`config.mk`:
```
export PLATFORM = sky130hd
export DESIGN_NAME = ble_coded_phy_fec_encoder_unit
export DESIGN_NICKNAME = d
export VERILOG_FILES = /design/src/hw/rtl/bcfe_pkg.sv /design/src/hw/rtl/bcfe_front.sv /design/src/hw/rtl/bcfe_back.sv /design/src/hw/rtl/ble_coded_phy_fec_encoder_unit.sv
export SDC_FILE = /design/constraint.sdc
export NUM_CORES = 1
export LEC_CHECK = 0
export BUFFER_PORTS_ARGS = -buffer_cell sky130_fd_sc_hd__buf_2
export CAP_MARGIN = 20
export CORE_UTILIZATION = 30
export DETAILED_ROUTE_END_ITERATION = 10
export PLACE_DENSITY_LB_ADDON = 0.05
export SYNTH_ARGS = -nofsm -noshare
export SYNTH_HDL_FRONTEND = slang
export SYNTH_SLANG_ARGS = --single-unit
```
`constraint.sdc`:
```
create_clock -name clk -period 5.45 [get_ports clk]
set_clock_uncertainty 0.1 [all_clocks]
set_input_delay 0.545 -clock clk [delete_from_list [all_inputs] [get_ports clk]]
set_output_delay 0.545 -clock clk [all_outputs]
set_load 0.01 [all_outputs]
```
`src/hw/rtl/bcfe_pkg.sv`:
```
// Shared types, codes and encoder functions for the LE Coded PHY FEC encoder.
// No dependencies; imported by the front, back and top level modules.
package bcfe_pkg;

  localparam int unsigned QueueDepth = 2;

  localparam logic CMD_DATA = 1'b0;
  localparam logic CMD_TERM = 1'b1;
  localparam logic BLK_ONE  = 1'b0;
  localparam logic BLK_TWO  = 1'b1;

  localparam logic [7:0] PAT_00 = 8'h33;
  localparam logic [7:0] PAT_01 = 8'hc3;
  localparam logic [7:0] PAT_10 = 8'h3c;
  localparam logic [7:0] PAT_11 = 8'hcc;

  localparam logic [3:0] DATA_BITS  = 4'd8;
  localparam logic [3:0] TERM1_BITS = 4'd5;
  localparam logic [3:0] TERM2_S8_BITS = 4'd3;
  localparam logic [3:0] TERM2_S2_BITS = 4'd4;
  localparam logic [3:0] S2_STEP = 4'd4;
  localparam logic [3:0] S8_STEP = 4'd1;

  typedef struct packed {
    logic       s2;
    logic [7:0] bits;
    logic [3:0] count;
  } job_t;

  function automatic logic [7:0] s8_map(input logic [1:0] a);
    logic [7:0] r;
    unique case (a)
      2'b00:   r = PAT_00;
      2'b01:   r = PAT_01;
      2'b10:   r = PAT_10;
      default: r = PAT_11;
    endcase
    return r;
  endfunction

  // {next state, g1, g0}
  function automatic logic [4:0] conv_step(input logic [2:0] st, input logic b);
    logic g0;
    logic g1;
    g0 = b ^ st[0] ^ st[1] ^ st[2];
    g1 = b ^ st[1] ^ st[2];
    return {st[1:0], b, g1, g0};
  endfunction

endpackage

```
`src/hw/rtl/bcfe_front.sv`:
```
// Front end: accepts requests, classifies them into encoder jobs and queues them.
// Depends on bcfe_pkg.
module bcfe_front #(
  parameter int unsigned QUEUE_DEPTH = bcfe_pkg::QueueDepth
) (
  input  logic              clk,
  input  logic              rst,
  input  logic              in_valid,
  output logic              in_ready,
  input  logic              cmd,
  input  logic [7:0]        data_byte,
  input  logic              block_sel,
  input  logic [1:0]        coding_indicator,
  input  logic              second_block_s8,
  output logic              job_valid,
  input  logic              job_pop,
  output bcfe_pkg::job_t    job
);
  import bcfe_pkg::*;

  localparam int unsigned PtrW = (QUEUE_DEPTH > 1) ? $clog2(QUEUE_DEPTH) : 1;
  localparam int unsigned CntW = $clog2(QUEUE_DEPTH + 1);
  localparam logic [PtrW-1:0] PtrLast = PtrW'(QUEUE_DEPTH - 1);
  localparam logic [CntW-1:0] CntFull = CntW'(QUEUE_DEPTH);

  job_t           q [QUEUE_DEPTH];
  logic [PtrW-1:0] wr_ptr;
  logic [PtrW-1:0] rd_ptr;
  logic [CntW-1:0] fill;
  job_t           new_job;
  logic           push;

  always_comb begin
    new_job = '0;
    if (cmd == CMD_TERM) begin
      if (block_sel == BLK_ONE) begin
        new_job.bits  = {coding_indicator, 6'b0};
        new_job.count = TERM1_BITS;
      end else if (second_block_s8) begin
        new_job.count = TERM2_S8_BITS;
      end else begin
        new_job.s2    = 1'b1;
        new_job.count = TERM2_S2_BITS;
      end
    end else begin
      new_job.s2    = (block_sel == BLK_TWO) && !second_block_s8;
      new_job.bits  = data_byte;
      new_job.count = DATA_BITS;
    end
  end

  assign in_ready  = (fill != CntFull);
  assign push      = in_valid && in_ready;
  assign job_valid = (fill != '0);
  assign job       = q[rd_ptr];

  always_ff @(posedge clk) begin
    if (push) begin
      q[wr_ptr] <= new_job;
    end
  end

  always_ff @(posedge clk) begin
    if (rst) begin
      wr_ptr <= '0;
      rd_ptr <= '0;
      fill   <= '0;
    end else begin
      if (push) begin
        wr_ptr <= (wr_ptr == PtrLast) ? '0 : wr_ptr + 1'b1;
      end
      if (job_pop) begin
        rd_ptr <= (rd_ptr == PtrLast) ? '0 : rd_ptr + 1'b1;
      end
      if (push && !job_pop) begin
        fill <= fill + 1'b1;
      end else if (!push && job_pop) begin
        fill <= fill - 1'b1;
      end
    end
  end

endmodule

```
`src/hw/rtl/bcfe_back.sv`:
```
// Back end: runs the K=4 convolutional encoder over queued jobs and maps the
// coded bits to S8 patterns or packed S2 symbols. Depends on bcfe_pkg.
module bcfe_back (
  input  logic           clk,
  input  logic           rst,
  input  logic           job_valid,
  output logic           job_pop,
  input  bcfe_pkg::job_t job,
  output logic           out_valid,
  input  logic           out_ready,
  output logic [7:0]     out_byte,
  output logic           last
);
  import bcfe_pkg::*;

  logic       busy;
  logic       s2;
  logic [7:0] bits;
  logic [3:0] rem;
  logic [2:0] enc;

  logic       adv;
  logic       last_step;
  logic [4:0] r8;
  logic [2:0] st2;
  logic [4:0] r2;
  logic [7:0] pk;
  logic [7:0] byte_next;
  logic [2:0] enc_next;
  logic [3:0] step;

  always_comb begin
    r8  = conv_step(enc, bits[7]);
    st2 = enc;
    pk  = '0;
    r2  = '0;
    for (int i = 0; i < 4; i++) begin
      r2  = conv_step(st2, bits[7-i]);
      pk  = {pk[5:0], r2[0], r2[1]};
      st2 = r2[4:2];
    end
  end

  assign step      = s2 ? S2_STEP : S8_STEP;
  assign last_step = (rem <= step);
  assign byte_next = s2 ? pk : s8_map(r8[1:0]);
  assign enc_next  = s2 ? st2 : r8[4:2];
  assign adv       = busy && (!out_valid || out_ready);
  assign job_pop   = job_valid && (!busy || (adv && last_step));

  always_ff @(posedge clk) begin
    if (adv) begin
      out_byte <= byte_next;
      last     <= last_step;
    end
    if (job_pop) begin
      s2   <= job.s2;
      bits <= job.bits;
      rem  <= job.count;
    end else if (adv) begin
      bits <= s2 ? {bits[3:0], 4'b0} : {bits[6:0], 1'b0};
      rem  <= rem - step;
    end
  end

  always_ff @(posedge clk) begin
    if (rst) begin
      busy      <= 1'b0;
      out_valid <= 1'b0;
      enc       <= '0;
    end else begin
      if (adv) begin
        out_valid <= 1'b1;
        enc       <= enc_next;
      end else if (out_ready) begin
        out_valid <= 1'b0;
      end
      if (job_pop) begin
        busy <= 1'b1;
      end else if (adv && last_step) begin
        busy <= 1'b0;
      end
    end
  end

endmodule

```
`src/hw/rtl/ble_coded_phy_fec_encoder_unit.sv`:
```
// LE Coded PHY FEC encoder top level: APB register, front end queue and encoder back end.
// Depends on bcfe_pkg, bcfe_front and bcfe_back.
//
// Each request is classified and queued on arrival; the back end emits one output byte per
// cycle from its output register while out_ready is high, so a data request gives 8 bytes
// in S8 and 2 in S2, a block 1 terminate 5, a block 2 terminate 3 (S8) or 1 (S2). Requests
// enter the queue back to back while it has room and earlier ones are still being encoded.
// Write second_block_s8 at byte address 0 while idle.
module ble_coded_phy_fec_encoder_unit #(
  parameter int unsigned QUEUE_DEPTH = bcfe_pkg::QueueDepth
) (
  input  logic        clk,
  input  logic        rst,
  input  logic        in_valid,
  output logic        in_ready,
  input  logic        cmd,
  input  logic [7:0]  data_byte,
  input  logic        block_sel,
  input  logic [1:0]  coding_indicator,
  output logic        out_valid,
  input  logic        out_ready,
  output logic [7:0]  out_byte,
  output logic        last,
  input  logic        psel,
  input  logic        penable,
  input  logic        pwrite,
  input  logic [2:0]  paddr,
  input  logic [31:0] pwdata,
  output logic [31:0] prdata,
  output logic        pready
);
  import bcfe_pkg::*;

  logic second_block_s8;
  logic job_valid;
  logic job_pop;
  job_t job;

  assign pready = 1'b1;
  assign prdata = (paddr[2] == 1'b0) ? {31'b0, second_block_s8} : '0;

  always_ff @(posedge clk) begin
    if (rst) begin
      second_block_s8 <= 1'b1;
    end else if (psel && penable && pwrite && pready && (paddr[2] == 1'b0)) begin
      second_block_s8 <= pwdata[0];
    end
  end

  bcfe_front #(
    .QUEUE_DEPTH(QUEUE_DEPTH)
  ) u_front (
    .clk             (clk),
    .rst             (rst),
    .in_valid        (in_valid),
    .in_ready        (in_ready),
    .cmd             (cmd),
    .data_byte       (data_byte),
    .block_sel       (block_sel),
    .coding_indicator(coding_indicator),
    .second_block_s8 (second_block_s8),
    .job_valid       (job_valid),
    .job_pop         (job_pop),
    .job             (job)
  );

  bcfe_back u_back (
    .clk      (clk),
    .rst      (rst),
    .job_valid(job_valid),
    .job_pop  (job_pop),
    .job      (job),
    .out_valid(out_valid),
    .out_ready(out_ready),
    .out_byte (out_byte),
    .last     (last)
  );

endmodule

```
==> results of run 1 <==
## worst min path at each step
stage / endpoint
after global routing: second_block_s8
final: second_block_s8
after CTS: second_block_s8
after global placement: u_front.wr_ptr
after detailed placement: u_front.wr_ptr
after floorplan: u_front.wr_ptr
## logic make-up after synthesis
family	share of synthesized area
adder cells (fa/ha/maj)	0.0169
XOR/XNOR	0.0708
multiplexers	0.106
AO/OA/AOI/OAI	0.0527
AND/OR/NAND/NOR	0.0822
other	0.00253
flip-flops	0.560
buffers and inverters	0.109
## cells in the mapped netlist (all sizes together), types with 2 or more instances
cell type / instances / area (sq um)
dfxtp: 11 / 220
o21ai: 4 / 20.0
a21oi: 11 / 66.3
clkbuf: 6 / 23.8
inv: 8 / 30.0
nand2: 7 / 26.3
buf: 36 / 270
and3: 2 / 12.5
a211oi: 2 / 15.0
conb: 2 / 7.51
xnor2: 15 / 131
mux2i: 28 / 280
edfxtp: 48 / 1440
nor2b: 12 / 75.1
xor2: 9 / 78.8
nand2b: 3 / 18.8
mux2: 3 / 33.8
nor2: 16 / 62.6
ha: 4 / 50.1
## area by class of cell
cell class / count / area (sq um)
fill: 945 / 6060
sequential: 59 / 1660
multi-input combinational: 159 / 1090
timing repair buffer: 35 / 183
tap: 129 / 161
clock buffer: 9 / 124
clock inverter: 7 / 100
inverter: 8 / 30.0
## critical path, cell delays in order, from the launching register on
cell      delay, ps
edfxtp_1        760
inv_1           320
ha_1            430
and4bb_2        270
a21oi_4          50
o22ai_4         540
inv_1           100
ha_1            330
or3_1           350
a21oi_1         140
## state kept, by name (all words and copies together), names as in the netlist, 2 cells and up, named ones only
signal           count
u_front.fill         2
u_back.enc           3
u_back.bits          8
u_front.q           26
u_back.out_byte      8
u_back.rem           4
## power by group through the flow
stage,combinational [mW],sequential [mW],clock (mW)
2_1_floorplan,0.690,0.809,0
3_3_place_gp,0.788,0.866,0
3_5_place_dp,0.786,0.866,0
4_1_cts,0.790,0.856,0.464
5_1_grt,0.868,0.876,0.487
6_report,0.769,0.849,0.448
## per-layer routing
| layer | vias up | GRT usage | share of wire |
|---|---|---|---|
| met1 | 743 | 0.133 | 0.50 |
| met3 | 11 | 0.0269 | 0.041 |
| li1 | 834 | - | - |
| met5 | - | 0 | 0 |
| met2 | 52 | 0.160 | 0.44 |
| met4 | 0 | 0.0602 | 0.023 |
==> flow_summary.yaml, run 1 <==
layout:
  final_cells: 406
  final_common_cell: "edfxtp_1"
  syn_to_final_growth_pct: 13.0
  nNetsFinal: 330
  stdcell_area_sq_mm: 0.00335
  final_layout_size_suffix_gt1_frac: 0.213
  mostFrequentLayoutCells: "48 x edfxtp_1, 32 x conb_1, 32 x buf_2, 28 x mux2i_1"
  fin_util: 0.356
  diodes: 0
critical_path:
  path_max_fanout: 16
  reg2reg_to: "u_front.fill[1]"
  rr_startpoint: "u_back.s2"
  end_kind: "register"
  critical_path.startpoint: "u_back.s2"
  cp_data_arrival_time_ps: 3630
  crit_end: "u_front.fill[1]"
  crit_required_ps: 5620
  critPathKind: "register to register"
  rrSetupSlack_ps: 1990
  crit_path_start_kind: "register"
  reg2reg_depth: 9
synth:
  synth_edf_count: 48
  syn_area_sq_mm: 0.00297
  yosysSeqAreaShare: 0.560
  ys.flop_type: "edfxtp_1"
  ys_ff_latch: 59
  synthCells: 238
  synth.avg_cell_area_sq_um: 12.5
  async_reset_ff_frac: 0
  ys_types: 35
  yosys_warnings: 0
run_status:
  outcome: "finished, final reports clean"
power_and_ir_drop:
  switching_power_mw: 0.709
  switching_share: 0.343
  cellLeakagePower_nw: 1.33
  internal_power_mw: 1.36
  power.density_mw_per_mm2: 616
  total_power_mw: 2.07
  ir_worst_vdd_mv: 0.200
  seqPwrFrac: 0.411
  clkPwrFrac: 0.217
  power_frac_comb: 0.372
place:
  place.port_buffers: 32
  gp_congestion: 0.628
  dpl_cell_area_sq_mm: 0.00313
  post-place-ws_ps: 1920
  place_inst: 390
  hpwlAfterDp_um: 3270
clock_network:
  clk_pin_slew_worst_paths_ps: 70
  htree_num_levels: 3
  hold_buffers: 0
  cts_sinks: 59
  clock_latency_ps: 330
  numCtsBuffers: 9
  root_buffer: "clkbuf_8"
  cts_setup_buffers: 0
  cts_tree: "yes"
  cts_max_path_buffers: 2
  cts_resized: 0
floorplanning:
  initial_core_util: 0.315
  io_pins: 98
  die_w_um: 101
  die_h_um: 101
  core-area_sq_mm: 0.00942
  row_count: 35
  die_area_sq_mm: 0.0103
timing:
  setup_viol: 0
  worstMarginPinSlew_ps: 759
  relSlewSlack: 0.493
  max_freq_ghz: 0.289
  rsz0062_at_grt: "no"
  fin_tns_setup_ps: 0
  holdWs_ps: 322
  period_minus_slack_ps: 3460
  period_share: 0.635
  fin_ws_ps: 1990
  slew_viol_final: 0
  hold_violations: 0
worst_hold_path:
  hp-class: "primary input to register"
  hold_start: "pwdata[0]"
  min_delay_path_depth: 2
detailed_routing:
  wl_per_cell_um: 11.8
  drt_iter0_drc: 33
  viasPerCell: 4.04
  route.detailed.drc: 0
  wl_um: 4790
  via_count: 1640
  drtAntennaViolNets: 0
  firstDrtPassIters: 4
global_routing:
  antenna_found_initial: 0
  overflow: 0
  grt_pass1_wl_um: 7800
  grt_max_degree: 17
  first_global_vias: 1526
  track_usage: 0.104
run:
  drv_cap: 0
Power figures use the tool's default switching activity.
==> run 2, diff against run 1 <==
==> constraint.sdc (replaced) <==
create_clock -name clk -period 2.9 [get_ports clk]
set_clock_uncertainty 0.1 [all_clocks]
set_input_delay 0.29 -clock clk [delete_from_list [all_inputs] [get_ports clk]]
set_output_delay 0.29 -clock clk [all_outputs]
set_load 0.01 [all_outputs]
==> flow_summary.yaml, run 2 (same netlist as run 1, synthesis figures left out) <==
clock_network:
  cts_setup_buffers: 0
  numCtsBuffers: 9
  root_buffer: "clkbuf_8"
  clk_pin_slew_worst_paths_ps: 70
  clock_latency_ps: 330
  cts_sinks: 59
  cts_tree: "yes"
  cts_resized: 0
  htree_num_levels: 3
  hold_buffers: 0
  cts_max_path_buffers: 2
detailed_routing:
  drt_iter0_drc: 29
  via_count: 1617
  wl_per_cell_um: 11.7
  viasPerCell: 3.95
  route.detailed.drc: 0
  wl_um: 4800
  firstDrtPassIters: 4
  drtAntennaViolNets: 0
power_and_ir_drop:
  seqPwrFrac: 0.405
  power.density_mw_per_mm2: 1150
  power_frac_comb: 0.397
  cellLeakagePower_nw: 1.34
  switching_power_mw: 1.35
  ir_worst_vdd_mv: 0.277
  switching_share: 0.351
  clkPwrFrac: 0.198
  internal_power_mw: 2.50
critical_path:
  end_kind: "register"
  reg2reg_to: "u_front.fill[1]"
  cp_data_arrival_time_ps: 2420
  crit_required_ps: 3070
  path_max_fanout: 4
  crit_end: "u_front.fill[1]"
  cp_cell_sequence: "inv_1 > ha_1 > and4bb_2 > a21oi_4 > o22ai_4 > inv_1 > ha_1 > or3_1 > a21oi_1"
  max_stage_delay_ps: 380
  reg2reg_depth: 9
  critPathKind: "register to register"
  rr_startpoint: "u_back.s2"
  critPathSlowestCell: "edfxtp_1"
  critical_path.startpoint: "u_back.s2"
  crit_path_start_kind: "register"
  rrSetupSlack_ps: 640
layout:
  regMostFlops: "u_front.q"
  stdcell_area_sq_mm: 0.00335
  final_common_cell: "edfxtp_1"
  final_layout_size_suffix_gt1_frac: 0.221
  largest_reg_flops: 26
  mostFrequentLayoutCells: "48 x edfxtp_1, 32 x conb_1, 32 x buf_2, 28 x mux2i_1"
  nNetsFinal: 333
  reg_top3: "u_front.q x26, u_back.bits x8, u_back.out_byte x8"
  diodes: 0
  syn_to_final_growth_pct: 13.0
global_routing:
  first_global_vias: 1522
  grt_pass1_wl_um: 7670
  track_usage: 0.102
  antenna_found_initial: 0
  overflow: 0
  grt_max_degree: 16
timing:
  slew_viol_final: 0
  max_freq_ghz: 0.443
  worstMarginPinSlew_ps: 779
  period_minus_slack_ps: 2260
  period_share: 0.779
  rsz0062_at_grt: "no"
  hold_violations: 0
  setup_viol: 0
  fin_ws_ps: 642
  relSlewSlack: 0.480
  fin_tns_setup_ps: 0
place:
  gp_congestion: 0.650
  hpwlAfterDp_um: 3250
  post-place-ws_ps: 649
  place.port_buffers: 32
  dpl_cell_area_sq_mm: 0.00315
run:
  drv_cap: 0
floorplanning:
  die_h_um: 101
  initial_core_util: 0.315
  core-area_sq_mm: 0.00942
  die_w_um: 101
  io_pins: 98
  die_area_sq_mm: 0.0103
  row_count: 35
worst_hold_path:
  hp-class: "primary input to register"
  min_delay_path_depth: 2
  hold_start: "pwdata[0]"
run_status:
  outcome: "finished, final reports clean"
## run 2: changes by cell type in the layout (fill, tap and decap cells not counted)
cell	change
buf_4	+3
clkinv_4	+2
clkinvlp_4	-2
bufinv_16	-1
clkinv_2	+1
## run 2: worst min path at each step
| stage | to | slack, ps |
|---|---|---|
| 3_5_place_dp | second_block_s8 | 400 |
| 6_report | second_block_s8 | 60 |
| 2_1_floorplan | second_block_s8 | 310 |
| 3_3_place_gp | second_block_s8 | 400 |
| 5_1_grt | second_block_s8 | 70 |
| 4_1_cts | second_block_s8 | 50 |
## run 2: critical path, delay by kind of cell, from the launching register on
family / cells / cell delay, ps
AND/OR/NAND/NOR: 2 / 610
flip-flops: 1 / 380
buffers and inverters: 2 / 170
adder cells (fa/ha/maj): 2 / 530
AO/OA/AOI/OAI: 3 / 400
## run 2: stage by stage
step / hold slack (ps) / instances / power [mW] / util
floorplan: 308 / 268 / 2.82 / -
finish: 62.6 / 409 / 3.85 / 0.356
global placement: 402 / 393 / 3.15 / 0.335
global route: 68.8 / 409 / 4.13 / 0.356
CTS: 51.7 / 409 / 3.92 / 0.356
detailed placement: 399 / 393 / 3.14 / 0.335
## run 2: area by class of cell
| cell class | instances | area [sq um] |
|---|---|---|
| flip-flops and latches | 59 | 1660 |
| fillers | 935 | 6060 |
| multi-input cells | 159 | 1090 |
| clock buffers | 9 | 124 |
| inverters | 8 | 30.0 |
| clock inverters | 7 | 77.6 |
| well taps | 129 | 161 |
| repair buffers | 38 | 205 |
## run 2: layer usage
layer	track usage	vias up	routed length (um)
li1	-	839	-
met1	0.130	722	2460
met2	0.157	49	2080
met3	0.0290	7	182
met4	0.0569	0	80
met5	0	-	0
## run 2: power groups by stage
stage	Sequential [mW]	Combinational, mW	Clock [mW]
3_5_place_dp	1.59	1.55	0
6_report	1.56	1.53	0.762
5_1_grt	1.61	1.70	0.824
3_3_place_gp	1.59	1.56	0
2_1_floorplan	1.52	1.30	0
4_1_cts	1.57	1.56	0.788
==> run 3, diff against run 2 <==
==> constraint.sdc (replaced) <==
create_clock -name clk -period 2 [get_ports clk]
set_clock_uncertainty 0.1 [all_clocks]
set_input_delay 0.2 -clock clk [delete_from_list [all_inputs] [get_ports clk]]
set_output_delay 0.2 -clock clk [all_outputs]
set_load 0.01 [all_outputs]
==> flow_summary.yaml, run 3 (same netlist as run 1, synthesis figures left out) <==
run_status:
  outcome: "finished with violations"
  failed_checks: "setup timing"
clock_network:
  numCtsBuffers: 9
  cts_tree: "yes"
  cts_max_path_buffers: 2
  clock_latency_ps: 330
  root_buffer: "clkbuf_8"
  htree_num_levels: 3
  clk_pin_slew_worst_paths_ps: 70
  cts_sinks: 59
layout:
  diodes: 0
  fin_util: 0.372
  final_common_cell: "edfxtp_1"
  largest_reg_flops: 26
  final_layout_size_suffix_gt1_frac: 0.266
  reg_top3: "u_front.q x26, u_back.bits x8, u_back.out_byte x8"
  mostFrequentLayoutCells: "48 x edfxtp_1, 32 x conb_1, 32 x buf_2, 28 x mux2i_1"
  fillCellCount: 916
  nNetsFinal: 342
  syn_to_final_growth_pct: 18.0
  regMostFlops: "u_front.q"
detailed_routing:
  firstDrtPassIters: 3
  viasPerCell: 4.01
  route.detailed.drc: 0
  wl_um: 4810
  drtAntennaViolNets: 0
  via_count: 1675
  wl_per_cell_um: 11.5
  drt_iter0_drc: 46
floorplanning:
  die_w_um: 101
  die_h_um: 101
  row_count: 35
  core-area_sq_mm: 0.00942
  initial_core_util: 0.315
  die_area_sq_mm: 0.0103
  io_pins: 98
timing:
  max_freq_ghz: 0.470
  period_minus_slack_ps: 2130
  period_share: 1.06
  rsz0062_at_grt: "yes"
  fin_ws_ps: -127
  setup_viol: 4
  hold_violations: 0
  holdWs_ps: 89.9
  slew_viol_final: 0
place:
  gp_congestion: 0.662
  place.port_buffers: 32
  post-place-ws_ps: -132
  hpwlAfterDp_um: 3270
critical_path:
  end_kind: "register"
  critPathSlowestCell: "edfxtp_1"
  max_stage_delay_ps: 460
  cp_data_arrival_time_ps: 2290
  critPathKind: "register to register"
  crit_path_start_kind: "register"
  cp_cell_sequence: "inv_6 > ha_4 > and4bb_2 > a21oi_4 > o22ai_4 > inv_4 > ha_4 > or3_1 > a21oi_1"
  worst_path_most_repeated_cell: "ha_4"
  path_max_fanout: 3
  crit_required_ps: 2160
worst_hold_path:
  hp-class: "primary input to register"
power_and_ir_drop:
  power.density_mw_per_mm2: 1710
  ir_worst_vdd_mv: 0.481
  cellLeakagePower_nw: 1.39
global_routing:
  track_usage: 0.108
  antenna_found_initial: 0
  grt_pass1_wl_um: 8030
  overflow: 0
  first_global_vias: 1619
  grt_max_degree: 16
run:
  drv_cap: 0
[run 3: worst paths after layout]
check | from | to | slack (ps) | cells past startpoint
worst max register to register | u_back.s2 | u_front.fill[1] | -130 | 9
worst max-delay path | u_back.s2 | u_front.fill[1] | -130 | 9
worst min-delay path | coding_indicator[0] | u_front.q[0][10] | 90 | 2
worst min register to register | u_front.wr_ptr | u_front.wr_ptr | 430 | 2
[run 3: metal layers]
layer  wire (um)  track usage  vias to the layer above
met5           0            0                        -
met4          95       0.0635                        0
met3         156       0.0290                        8
met2        2080        0.162                       52
met1        2470        0.140                      762
li1            -            -                      853
[run 3: power by group]
group          switching (mW)  leakage (nW)  internal [mW]  total [mW]
Sequential              0.255         0.553           1.97        2.22
Combinational            1.27         0.733           1.27        2.54
Clock                   0.510         0.106          0.709        1.22
Total                    2.03          1.39           3.95        5.98
[run 3: layout make-up]
type                       count  area [sq um]  area share
clock buffer                   9           124      0.0354
clock inverter                 7           101      0.0289
inverter                       8          37.5      0.0107
multi-input combinational    159          1140       0.326
sequential                    59          1660       0.474
tap                          129           161      0.0461
timing repair buffer          47           275      0.0786
[run 3: critical path, delay by kind of cell, from the launching register on]
kind | cells | cell delay, ps
fa+ha+maj | 2 | 370
compound gates | 3 | 370
flops | 1 | 460
simple gates | 2 | 580
buf+inv | 2 | 160
[run 3: through the flow]
step | cell area [sq um] | power, mW | cells | TNS, ps
5_1_grt | 3500 | 6.45 | 418 | -2000
3_5_place_dp | 3260 | 4.82 | 400 | -445
3_3_place_gp | 3260 | 4.81 | 400 | -296
4_1_cts | 3500 | 6.11 | 418 | -559
6_report | 3500 | 5.98 | 418 | -306
2_1_floorplan | 3150 | 4.25 | 268 | -557
[run 3: timing repair]
action                                  in CTS  in global routing
hold endpoints to repair                     1                  0
endpoints found under the setup margin      16                 17
hold buffers                                 1                  0
gates resized for setup                      0                  0
pin swaps                                    1                  0
buffers inserted                             1                  0
